**config.mk**
```make
export PLATFORM = sky130hd
export DESIGN_NAME = static_linked_list_engine_top
export DESIGN_NICKNAME = d
export VERILOG_FILES = /design/src/hw/rtl/slle_pkg.sv /design/src/hw/rtl/slle_ram.sv /design/src/hw/rtl/slle_seq.sv /design/src/hw/rtl/static_linked_list_engine_top.sv
export SDC_FILE = /design/constraint.sdc
export NUM_CORES = 2
export LEC_CHECK = 0
export BUFFER_PORTS_ARGS = -buffer_cell sky130_fd_sc_hd__buf_4
export CORE_MARGIN = 4
export CORE_UTILIZATION = 35
export DETAILED_ROUTE_END_ITERATION = 7
export PLACE_DENSITY = 0.61
export SYNTH_ARGS = -nofsm -noshare
export SYNTH_HDL_FRONTEND = slang
export SYNTH_SLANG_ARGS = --single-unit
```
**constraint.sdc**
```tcl
create_clock -name clk -period 8.1 [get_ports clk]
set_input_delay 1.215 -clock clk [delete_from_list [all_inputs] [get_ports clk]]
set_output_delay 1.215 -clock clk [all_outputs]
set_load 0.03 [all_outputs]
```
**src/hw/rtl/slle_pkg.sv**
```systemverilog
// shared types and constants for the cursor-linked list engine
// no dependencies; imported by every module of the block
`default_nettype none

package slle_pkg;

  // default node store size (node 0 is the list head)
  localparam int unsigned LIST_SIZE_DEF = 128;

  // payload field widths
  localparam int unsigned ACTION_W   = 1;
  localparam int unsigned POS_W      = 7;
  localparam int unsigned VALUE_W    = 8;
  localparam int unsigned STATUS_W   = 2;

  // action codes
  localparam logic [ACTION_W-1:0] ACT_INSERT = 1'b0;
  localparam logic [ACTION_W-1:0] ACT_DELETE = 1'b1;

  // result status codes
  localparam logic [STATUS_W-1:0] STAT_DONE  = 2'd0;
  localparam logic [STATUS_W-1:0] STAT_FULL  = 2'd1;
  localparam logic [STATUS_W-1:0] STAT_RANGE = 2'd2;

  // sequencer states
  typedef enum logic [2:0] {
    S_CLEAR,
    S_IDLE,
    S_WALK,
    S_LINK,
    S_WBACK,
    S_FINISH
  } seq_state_t;

endpackage

`default_nettype wire

```
**src/hw/rtl/slle_ram.sv**
```systemverilog
// simple dual-port synchronous ram, one write and one registered read port
// uses slle_pkg for the LIST_SIZE_DEF and VALUE_W parameter defaults
`default_nettype none

module slle_ram
  import slle_pkg::*;
#(
  parameter int unsigned DEPTH = LIST_SIZE_DEF,
  parameter int unsigned WIDTH = VALUE_W
) (
  input  wire logic                     clk,
  input  wire logic                     we,
  input  wire logic [$clog2(DEPTH)-1:0] waddr,
  input  wire logic [WIDTH-1:0]         wdata,
  input  wire logic [$clog2(DEPTH)-1:0] raddr,
  output      logic [WIDTH-1:0]         rdata
);

  logic [WIDTH-1:0] mem [DEPTH];

  always_ff @(posedge clk) begin
    if (we) begin
      mem[waddr] <= wdata;
    end
  end

  always_ff @(posedge clk) begin
    rdata <= mem[raddr];
  end

endmodule

`default_nettype wire

```
**src/hw/rtl/slle_seq.sv**
```systemverilog
// sequencer and datapath: clearing pass, list walk, relink and result register
// depends on slle_pkg; drives the link and value rams in the top level
`default_nettype none

module slle_seq
  import slle_pkg::*;
#(
  parameter int unsigned LIST_SIZE = LIST_SIZE_DEF
) (
  input  wire logic                          clk,
  input  wire logic                          rst_n,
  // input channel
  input  wire logic                          in_valid,
  output      logic                          in_ready,
  input  wire logic [ACTION_W-1:0]           in_action,
  input  wire logic [POS_W-1:0]              in_position,
  input  wire logic [VALUE_W-1:0]            in_value_in,
  // result channel
  output      logic                          out_valid,
  input  wire logic                          out_ready,
  output      logic [STATUS_W-1:0]           out_status,
  output      logic [VALUE_W-1:0]            out_removed_value,
  output      logic [POS_W-1:0]              out_list_length,
  // link ram
  output      logic                          link_we,
  output      logic [$clog2(LIST_SIZE)-1:0]  link_waddr,
  output      logic [$clog2(LIST_SIZE)-1:0]  link_wdata,
  output      logic [$clog2(LIST_SIZE)-1:0]  link_raddr,
  input  wire logic [$clog2(LIST_SIZE)-1:0]  link_rdata,
  // value ram
  output      logic                          val_we,
  output      logic [$clog2(LIST_SIZE)-1:0]  val_waddr,
  output      logic [VALUE_W-1:0]            val_wdata,
  output      logic [$clog2(LIST_SIZE)-1:0]  val_raddr,
  input  wire logic [VALUE_W-1:0]            val_rdata
);

  localparam int unsigned IW   = $clog2(LIST_SIZE);
  localparam int unsigned CMPW = ((IW > POS_W) ? IW : POS_W) + 1;
  localparam logic [IW-1:0] LAST_IDX = IW'(LIST_SIZE - 1);

  seq_state_t state_r, state_nxt;

  logic [IW-1:0]       clr_idx_r, clr_idx_nxt;
  logic [IW-1:0]       free_head_r, free_head_nxt;
  logic [IW-1:0]       cnt_r, cnt_nxt;
  logic [IW-1:0]       prev_r, prev_nxt;
  logic [IW-1:0]       succ_r, succ_nxt;
  logic [IW-1:0]       node_r, node_nxt;
  logic [POS_W-1:0]    walk_cnt_r, walk_cnt_nxt;
  logic [ACTION_W-1:0] act_r, act_nxt;
  logic [VALUE_W-1:0]  val_r, val_nxt;
  logic [STATUS_W-1:0] res_status_r, res_status_nxt;
  logic [VALUE_W-1:0]  res_removed_r, res_removed_nxt;
  logic                out_valid_r, out_valid_nxt;
  logic [STATUS_W-1:0] out_status_r, out_status_nxt;
  logic [VALUE_W-1:0]  out_removed_r, out_removed_nxt;
  logic [POS_W-1:0]    out_length_r, out_length_nxt;

  logic                is_full;
  logic                pos_bad;
  logic [STATUS_W-1:0] chk_status;
  logic [CMPW-1:0]     pos_ext;
  logic [CMPW-1:0]     cnt_ext;
  logic                slot_free;

  // admission checks, full store wins over a bad position
  always_comb begin
    pos_ext = CMPW'(in_position);
    cnt_ext = CMPW'(cnt_r);
    is_full = (cnt_r >= LAST_IDX) || (free_head_r == '0);
    if (in_action == ACT_DELETE) begin
      pos_bad = (pos_ext == '0) || (pos_ext > cnt_ext);
    end else begin
      pos_bad = (pos_ext == '0) || (pos_ext > (cnt_ext + CMPW'(1)));
    end
    if ((in_action == ACT_INSERT) && is_full) begin
      chk_status = STAT_FULL;
    end else if (pos_bad) begin
      chk_status = STAT_RANGE;
    end else begin
      chk_status = STAT_DONE;
    end
  end

  assign slot_free = !out_valid_r || out_ready;

  // next state
  always_comb begin
    state_nxt = state_r;
    case (state_r)
      S_CLEAR: begin
        if (clr_idx_r == LAST_IDX) state_nxt = S_IDLE;
      end
      S_IDLE: begin
        if (in_valid) begin
          state_nxt = (chk_status == STAT_DONE) ? S_WALK : S_FINISH;
        end
      end
      S_WALK: begin
        if (walk_cnt_r == '0) state_nxt = S_LINK;
      end
      S_LINK:   state_nxt = S_WBACK;
      S_WBACK:  state_nxt = S_FINISH;
      S_FINISH: begin
        if (slot_free) state_nxt = S_IDLE;
      end
      default:  state_nxt = S_IDLE;
    endcase
  end

  // datapath and memory ports
  always_comb begin
    clr_idx_nxt     = clr_idx_r;
    free_head_nxt   = free_head_r;
    cnt_nxt         = cnt_r;
    prev_nxt        = prev_r;
    succ_nxt        = succ_r;
    node_nxt        = node_r;
    walk_cnt_nxt    = walk_cnt_r;
    act_nxt         = act_r;
    val_nxt         = val_r;
    res_status_nxt  = res_status_r;
    res_removed_nxt = res_removed_r;
    out_valid_nxt   = out_valid_r && !out_ready;
    out_status_nxt  = out_status_r;
    out_removed_nxt = out_removed_r;
    out_length_nxt  = out_length_r;
    link_we         = 1'b0;
    link_waddr      = '0;
    link_wdata      = '0;
    link_raddr      = '0;
    val_we          = 1'b0;
    val_waddr       = '0;
    val_wdata       = '0;
    val_raddr       = '0;
    in_ready        = 1'b0;

    case (state_r)
      S_CLEAR: begin
        // free chain 1 -> 2 -> ... -> last, head and last end in 0
        link_we    = 1'b1;
        link_waddr = clr_idx_r;
        link_wdata = ((clr_idx_r == '0) || (clr_idx_r == LAST_IDX)) ?
                     '0 : (clr_idx_r + IW'(1));
        clr_idx_nxt = clr_idx_r + IW'(1);
      end
      S_IDLE: begin
        in_ready = 1'b1;
        // head link is fetched in the accept cycle
        link_raddr = '0;
        if (in_valid) begin
          act_nxt         = in_action;
          val_nxt         = in_value_in;
          walk_cnt_nxt    = in_position - POS_W'(1);
          prev_nxt        = '0;
          res_status_nxt  = chk_status;
          res_removed_nxt = '0;
        end
      end
      S_WALK: begin
        // link_rdata is the successor of prev_r
        if (walk_cnt_r != '0) begin
          prev_nxt     = link_rdata;
          link_raddr   = link_rdata;
          walk_cnt_nxt = walk_cnt_r - POS_W'(1);
        end else begin
          succ_nxt   = link_rdata;
          link_raddr = (act_r == ACT_DELETE) ? link_rdata : free_head_r;
        end
      end
      S_LINK: begin
        if (act_r == ACT_DELETE) begin
          // unlink: prev -> successor of the victim
          node_nxt   = succ_r;
          link_we    = 1'b1;
          link_waddr = prev_r;
          link_wdata = link_rdata;
          val_raddr  = succ_r;
        end else begin
          // new node points at the old successor, free chain advances
          node_nxt      = free_head_r;
          free_head_nxt = link_rdata;
          link_we       = 1'b1;
          link_waddr    = free_head_r;
          link_wdata    = succ_r;
          val_we        = 1'b1;
          val_waddr     = free_head_r;
          val_wdata     = val_r;
        end
      end
      S_WBACK: begin
        link_we = 1'b1;
        if (act_r == ACT_DELETE) begin
          link_waddr      = node_r;
          link_wdata      = free_head_r;
          free_head_nxt   = node_r;
          res_removed_nxt = val_rdata;
          cnt_nxt         = cnt_r - IW'(1);
        end else begin
          link_waddr = prev_r;
          link_wdata = node_r;
          cnt_nxt    = cnt_r + IW'(1);
        end
      end
      S_FINISH: begin
        if (slot_free) begin
          out_valid_nxt   = 1'b1;
          out_status_nxt  = res_status_r;
          out_removed_nxt = res_removed_r;
          out_length_nxt  = cnt_ext[POS_W-1:0];
        end
      end
      default: begin
      end
    endcase
  end

  always_ff @(posedge clk) begin
    if (!rst_n) begin
      state_r     <= S_CLEAR;
      clr_idx_r   <= '0;
      free_head_r <= IW'(1);
      cnt_r       <= '0;
      out_valid_r <= 1'b0;
    end else begin
      state_r     <= state_nxt;
      clr_idx_r   <= clr_idx_nxt;
      free_head_r <= free_head_nxt;
      cnt_r       <= cnt_nxt;
      out_valid_r <= out_valid_nxt;
    end
  end

  always_ff @(posedge clk) begin
    prev_r        <= prev_nxt;
    succ_r        <= succ_nxt;
    node_r        <= node_nxt;
    walk_cnt_r    <= walk_cnt_nxt;
    act_r         <= act_nxt;
    val_r         <= val_nxt;
    res_status_r  <= res_status_nxt;
    res_removed_r <= res_removed_nxt;
    out_status_r  <= out_status_nxt;
    out_removed_r <= out_removed_nxt;
    out_length_r  <= out_length_nxt;
  end

  assign out_valid         = out_valid_r;
  assign out_status        = out_status_r;
  assign out_removed_value = out_removed_r;
  assign out_list_length   = out_length_r;

endmodule

`default_nettype wire

```
**src/hw/rtl/static_linked_list_engine_top.sv**
```systemverilog
// top level of the cursor-linked list engine
// depends on slle_pkg, slle_ram and slle_seq
`default_nettype none

// cursor-linked list engine: a singly linked list of bytes kept in a node store
// of LIST_SIZE entries; node 0 is the head, unused nodes sit on a free chain
//
// input channel (in_valid/in_ready): one transfer is one item; in_action 0
// inserts in_value_in at 1-based in_position (1..length+1), 1 deletes the
// element at in_position (1..length)
// result channel (out_valid/out_ready): one transfer per item carrying
// status (done, store full, position out of range), the removed byte on a
// good delete (else 0) and the list length after the item
//
// sequencing: a good item passes the walk, link, write-back and finish states,
// a rejected one goes straight to finish; the link walk reads one link per
// cycle from the registered-read link ram; one item is worked on at a time
//
// reset: after rst_n the link ram is swept once, with in_ready low, to build
// the free chain; the list is then empty
// stall: a finished result waits in the output register while the next item
// may already be accepted; a second result holds in the sequencer until the
// output register drains

module static_linked_list_engine_top
  import slle_pkg::*;
#(
  parameter int unsigned LIST_SIZE = LIST_SIZE_DEF
) (
  input  wire logic                clk,
  input  wire logic                rst_n,
  input  wire logic                in_valid,
  output      logic                in_ready,
  input  wire logic [ACTION_W-1:0] in_action,
  input  wire logic [POS_W-1:0]    in_position,
  input  wire logic [VALUE_W-1:0]  in_value_in,
  output      logic                out_valid,
  input  wire logic                out_ready,
  output      logic [STATUS_W-1:0] out_status,
  output      logic [VALUE_W-1:0]  out_removed_value,
  output      logic [POS_W-1:0]    out_list_length
);

  localparam int unsigned IW = $clog2(LIST_SIZE);

  // link ram port
  logic          link_we;
  logic [IW-1:0] link_waddr;
  logic [IW-1:0] link_wdata;
  logic [IW-1:0] link_raddr;
  logic [IW-1:0] link_rdata;

  // value ram port
  logic               val_we;
  logic [IW-1:0]      val_waddr;
  logic [VALUE_W-1:0] val_wdata;
  logic [IW-1:0]      val_raddr;
  logic [VALUE_W-1:0] val_rdata;

  slle_seq #(
    .LIST_SIZE(LIST_SIZE)
  ) u_seq (
    .clk              (clk),
    .rst_n            (rst_n),
    .in_valid         (in_valid),
    .in_ready         (in_ready),
    .in_action        (in_action),
    .in_position      (in_position),
    .in_value_in      (in_value_in),
    .out_valid        (out_valid),
    .out_ready        (out_ready),
    .out_status       (out_status),
    .out_removed_value(out_removed_value),
    .out_list_length  (out_list_length),
    .link_we          (link_we),
    .link_waddr       (link_waddr),
    .link_wdata       (link_wdata),
    .link_raddr       (link_raddr),
    .link_rdata       (link_rdata),
    .val_we           (val_we),
    .val_waddr        (val_waddr),
    .val_wdata        (val_wdata),
    .val_raddr        (val_raddr),
    .val_rdata        (val_rdata)
  );

  // next-link store, built by the clearing pass
  slle_ram #(
    .DEPTH(LIST_SIZE),
    .WIDTH(IW)
  ) u_link_ram (
    .clk  (clk),
    .we   (link_we),
    .waddr(link_waddr),
    .wdata(link_wdata),
    .raddr(link_raddr),
    .rdata(link_rdata)
  );

  // node bytes, only read back from nodes an insert wrote
  slle_ram #(
    .DEPTH(LIST_SIZE),
    .WIDTH(VALUE_W)
  ) u_val_ram (
    .clk  (clk),
    .we   (val_we),
    .waddr(val_waddr),
    .wdata(val_wdata),
    .raddr(val_raddr),
    .rdata(val_rdata)
  );

endmodule

`default_nettype wire

```
### After elaboration in Yosys (flattened, before gate mapping)

Memories as Yosys holds them, arrays and structs flattened. A register that Yosys moved wholly into a read port is not among the register bits.
Index checks and enable logic that the tools add are counted.
Widths: inputs -> output; s select.

| word-level totals | value |
|---|---|
| memory bits (writable) | 1,920 |
| output and inout port bits | 19 |
| input port bits | 20 |
| flip-flop bits (word level) | 89 |
| memories | 2 |
| word-level logic and storage cells | 118 |

Memories:

| memory | depth | width | rd ports | clocked after Yosys merged registers in | write ports | line | source |
|---|---|---|---|---|---|---|---|
| u_val_ram.mem | 128 | 8 | 1 | 1 | 1 | slle_ram.sv:19 | `logic [WIDTH-1:0] mem [DEPTH];` |
| u_link_ram.mem | 128 | 7 | 1 | 1 | 1 | slle_ram.sv:19 |  |

| cells by class | value |
|---|---|
| reductions and logical operators | 27 |
| bitwise gates (word level) | 2 |
| multiplexer cells | 49 |
| add/subtract/negate cells | 6 |
| $lt $le $gt $ge | 3 |
| equal/unequal tests | 13 |

Operator list:

| cell | number |
|---|---|
| $mux 7 | 20 |
| $pmux 7 s2 | 3 |
| $pmux 7 s3 | 2 |
| $mux 8 | 4 |
| $logic_not 7->1 | 4 |
| $sub 7x1->7 const B | 3 |
| $pmux 3 s6 | 1 |
| $pmux 8 s2 | 1 |
| $mux 3 | 5 |
| $add 7x1->7 const B | 2 |
| $mux 1 | 11 |
| $ne 2x1->1 const B | 5 |
| $reduce_and 3->1 | 3 |
| $add 7x1->8 const B | 1 |
| $gt 7x8->1 | 1 |
| $eq 7x7->1 const B | 1 |
| $ge 7x7->1 const B | 1 |
| $gt 7x7->1 | 1 |
| $reduce_bool 7->1 | 1 |
| $eq 3x2->1 const B | 2 |
| $eq 3x3->1 const B | 2 |
| $reduce_and 2->1 | 3 |
| $reduce_bool 2->1 | 3 |
| $logic_or 1x1->1 | 5 |
| other kinds (10) | 15 |

### Depth between registers and ports, before layout

| logic depth | value |
|---|---|
| depth in word-level cells | 10 |
| depth in mapped cells | 15 |
| depth with buffers taken out | 12 |

### Hierarchy

Synthesis repeated with hierarchy kept, for this count alone.

| unflattened totals | value |
|---|---|
| cell total of the unflattened synthesis | 3,562 |
| area total of the unflattened synthesis | 79,371.1 µm² |

Modules (own cells, without submodules):

| module | area an instance (µm²) | times used | seq. area each (µm²) | cells each |
|---|---|---|---|---|
| slle_ram (u_val_ram) | 39,665.5 | 1 | 30,909.6 | 1,635 |
| slle_ram (u_link_ram) | 34,807.1 | 1 | 27,045.9 | 1,453 |
| slle_seq | 4,898.4 | 1 | 2,422.3 | 474 |

### Least setup slack after synthesis

OpenSTA, ideal clock, no wires.

| timing path | value |
|---|---|
| path type | register to register |
| from | register u_seq.state_r[0] |
| to | memory u_link_ram.mem[0][6] (netlist name) (data pin) |
| path buffers | 2 |
| data required time | 6.903 ns |
| arrival | 6.535 ns |
| cell stages (with the launch flop) | 7 |
| library setup time | 1.197 ns |
| path slack | 0.368 ns |
| period minus slack after synthesis | 7.732 ns |
| cell sequence | dfxtp_1 -> clkbuf_1 -> nand3b_1 -> inv_2 -> buf_1 -> a221oi_1 -> o21ai_0 |

| between the ends | value |
|---|---|
| word-level cells in the longest chain between the ends | 2 |
| elaborated cells on any way between the ends | 4 |
| those cells by class | eq/ne: 2; mux: 1; reduce/logical: 1 |

RTL lines:

| what | line | source |
|---|---|---|
| start: declaration | slle_seq.sv:42 | `seq_state_t state_r, state_nxt;` |
| start signal: assignment | slle_seq.sv:227 | `state_r <= state_nxt;` |
| $eq 3x3->1, or another cell as far along | slle_seq.sv:139 | `case (state_r)` |
| $pmux 7 s3 (*) | slle_seq.sv:139 |  |
| net link_wdata[6] | static_linked_list_engine_top.sv:49 | `logic [IW-1:0] link_wdata;` |
| end: declaration | slle_ram.sv:19 |  |

The timed path passes the listed nets; every way through them passes the cells marked *.

### Worst setup path after layout

| timing path | value |
|---|---|
| from | register u_seq.state_r[0] |
| to | memory u_link_ram.mem[50][2] (netlist name), enable pin |

| between the ends | value |
|---|---|
| word-level cells in the longest chain between the ends | 5 |
| elaborated cells on any way between the ends | 8 |
| those cells by class | eq/ne: 2; mux: 4; reduce/logical: 2 |

RTL lines:

| what | line | source |
|---|---|---|
| $eq 3x2->1, or another cell as far along | slle_seq.sv:139 |  |
| $reduce_or 3->1 (no source line) | - |  |
| $mux 1 | - |  |
| $mux 1 | slle_ram.sv:22 | `if (we) begin` |
| $mux 1 (not written as such) | slle_ram.sv:23 | `mem[waddr] <= wdata;` |

Parallel ways exist; a longest one is shown, timed or not.

==> impl_metrics.json <==
{
  "syn_nets": 5661,
  "cts_hold_buf": 0,
  "clk_latency_ps": 830,
  "numCtsBuffers": 188,
  "grt_max_degree": 148,
  "gp_congestion": 0.855,
  "relSlewSlack": 0.212,
  "cts_setup_buffers": 0,
  "antenna_found_initial": 5,
  "gr-total-overflow": 0,
  "status": "complete, no violations",
  "cpPeakStageDelay_ps": 910,
  "wl_met1_um": 88800,
  "yosys_register_bits": 2024,
  "dr.pass1.iters": 8,
  "drtIter0Drc": 6180,
  "io_pins": 39,
  "holdWs_ps": 423,
  "die_x_um": 487,
  "critPathRequiredTime_ps": 8540,
  "initial_utilization": 0.353,
  "period_share": 0.632,
  "worstSetupPathType": "reg2reg",
  "multi_input_area_um2": 18500,
  "place_ws_ps": 3060,
  "slowest_stage": "nor2b_1",
  "synth_edf_count": 1984,
  "h-tree-depth": 4,
  "min_period_ps": 5120,
  "synthesis.area_um2": 80400,
  "clk_path_buf_depth": 3,
  "dr_wl_met3_um": 18400,
  "hold_path.class": "reg2reg",
  "crit_path_end_kind": "flop",
  "hold_viol": 0,
  "drc": 0,
  "tritoncts": "done",
  "ant_nets": 0,
  "setup_violations": 0,
  "clk_pin_slew_ps": 60,
  "via_per_inst": 5.67,
  "total_power_mw": 20.5,
  "cp.arrival_ps": 5560,
  "max-cap-violations": 0,
  "top_layer": "met5",
  "p_per_area_nw_per_um2": 228,
  "clock-sinks": 2024,
  "dieArea_um2": 237000,
  "crit_top_cell": "nor2_1",
  "core_um2": 228000,
  "ir_worst_vdd_mv": 0.215,
  "wl_met2_um": 101000,
  "synth_seq_area_share": 0.751,
  "route.vias.total": 49500,
  "placed_area_um2": 83800,
  "rsz0062_at_grt": "false",
  "crit_buf_inv": 0,
  "fmax_mhz": 195,
  "cp_top_family": "simple AND/OR/NAND/NOR gates",
  "leakage_nw": 26.9,
  "grt_pass1_wl_um": 319000,
  "ys.flop_type": "edfxtp_1",
  "finalMaxSlewViolations": 0,
  "fillCellCount": 20800,
  "die_h_um": 487,
  "finalSetupTns_ps": 0,
  "final.setup_skew_ps": 32.8,
  "cp_max_fo": 17,
  "syn_avg_cell_area_um2": 14.3,
  "ys_types": 82,
  "port_buffers": 38,
  "async_flop_share": 0,
  "postLayoutCoreUtil": 0.395,
  "seq_area_um2": 60400,
  "stdcell_count": 8730,
  "placed_cells": 8369,
  "critical_path.cell_chain": "nor2_1 > nand2_1 > nor2_1 > a22oi_1 > o211ai_1 > nor2b_1 > nand2_1 > nor2_1",
  "syn2layout_area_growth_pct": 12.0,
  "grt.total_usage": 0.177,
  "nNetsFinal": 5594,
  "rows": 175,
  "finalWirelength_um": 216000,
  "wl_per_cell_um": 24.7,
  "worst_slew_pin_slew_ps": 1180,
  "dp_hpwl_um": 124000,
  "grt_pass1_vias": 47600,
  "worstSetupStartpointType": "flop",
  "setup_slack_ps": 2980,
  "cts_resized": 0,
  "synthCells": 5617,
  "design_area_um2": 90000,
  "ys_warn_count": 0,
  "cts_root_buffer": "clkbuf_16",
  "drive_gt1_frac": 0.0858
}
[cells in the mapped netlist, types with 40 or more instances]
| master | count | area share |
|---|---|---|
| a31oi_1 | 147 | 0.011 |
| nand2_1 | 1125 | 0.053 |
| nor2_1 | 315 | 0.015 |
| o21ai_0 | 50 | 0.0031 |
| mux2i_1 | 126 | 0.016 |
| a21oi_1 | 135 | 0.0084 |
| nand3_1 | 408 | 0.025 |
| clkbuf_1 | 218 | 0.010 |
| buf_2 | 106 | 0.0066 |
| edfxtp_1 | 1984 | 0.74 |
| dfxtp_1 | 40 | 0.010 |
| nand4_1 | 75 | 0.0058 |
| o221ai_1 | 259 | 0.028 |
| a32oi_1 | 100 | 0.011 |
[state kept, by name, indices dropped and copies added, names as in the netlist, 8 cells and up]
name and count:
u_val_ram.mem 1024, u_val_ram.rdata 8, u_seq.res_removed_r 8, u_seq.val_r 8, u_seq.out_removed_value 8, u_link_ram.mem 896
[worst reg2reg max path, delay by kind of cell, from the launching register on]
| kind | cells | cell delay [ps] |
|---|---|---|
| and+or+nand+nor | 6 | 3880 |
| DFF | 1 | 490 |
| AOI/OAI and AO/OA | 2 | 390 |
[cell families (layout without fill, tap and decap cells)]
family,after synthesis,count (layout),share of synthesized area
and+or+nand+nor,2092,2092,0.113
adders and majority gates,24,24,0.00383
AOI/OAI and AO/OA,877,877,0.0814
muxes,163,163,0.0255
buffers and inverters,409,504,0.0223
DFF,2024,2024,0.751
xor gates and xnor gates,28,28,0.00305
other,0,9,0
[placed cells by master, fill, tap and decap left out, drive strengths merged, types with 25 or more instances in the layout]
| master | instances |
|---|---|
| o221ai | 259 |
| nand3 | 409 |
| inv | 32 |
| nand2 | 1126 |
| and2 | 34 |
| dfxtp | 40 |
| a32o | 36 |
| mux2i | 126 |
| nand4 | 75 |
| a21oi | 135 |
| a31oi | 147 |
| edfxtp | 1984 |
| o21ai | 58 |
| nor2 | 316 |
| buf | 127 |
| clkinv | 77 |
| nor3 | 29 |
| mux4 | 33 |
| clkbuf | 242 |
| o22ai | 25 |
| and3 | 31 |
| a32oi | 100 |
[final timing paths]
| path | cells past startpoint | start | slack (ps) | end |
|---|---|---|---|---|
| max | 8 | u_seq.state_r[0]$_SDFFE_PN0P_ | 2980 | u_link_ram.mem[50][2]$_DFFE_PP_ |
| min | 0 | u_seq.res_status_r[0]$_DFFE_PP_ | 420 | u_seq.out_status[0]$_DFFE_PP_ |
| max reg2reg | 8 | u_seq.state_r[0]$_SDFFE_PN0P_ | 2980 | u_link_ram.mem[50][2]$_DFFE_PP_ |
| min reg2reg | 0 | u_seq.res_status_r[0]$_DFFE_PP_ | 420 | u_seq.out_status[0]$_DFFE_PP_ |
[power breakdown]
part | total, mW | leakage (nW) | internal [mW] | switching, mW
registers | 11.4 | 15.8 | 11.4 | 0.0198
clock network | 8.90 | 3.00 | 5.02 | 3.88
logic | 0.207 | 8.13 | 0.0404 | 0.167
[metal layers]
layer,vias to the layer above,track usage
met2,2487,0.280
met4,2,0.0619
met1,25100,0.245
met5,-,0
li1,21600,-
met3,424,0.0314
[final cells by class]
class / instances / area share
tap: 3009 / 0.0418
timing repair buffer: 127 / 0.0117
inverter: 25 / 0.00104
clock buffer: 242 / 0.0561
sequential: 2024 / 0.671
antenna: 9 / 0.000250
multi-input combinational: 3184 / 0.205
clock inverter: 110 / 0.0125
Power figures use the tool's default switching activity.
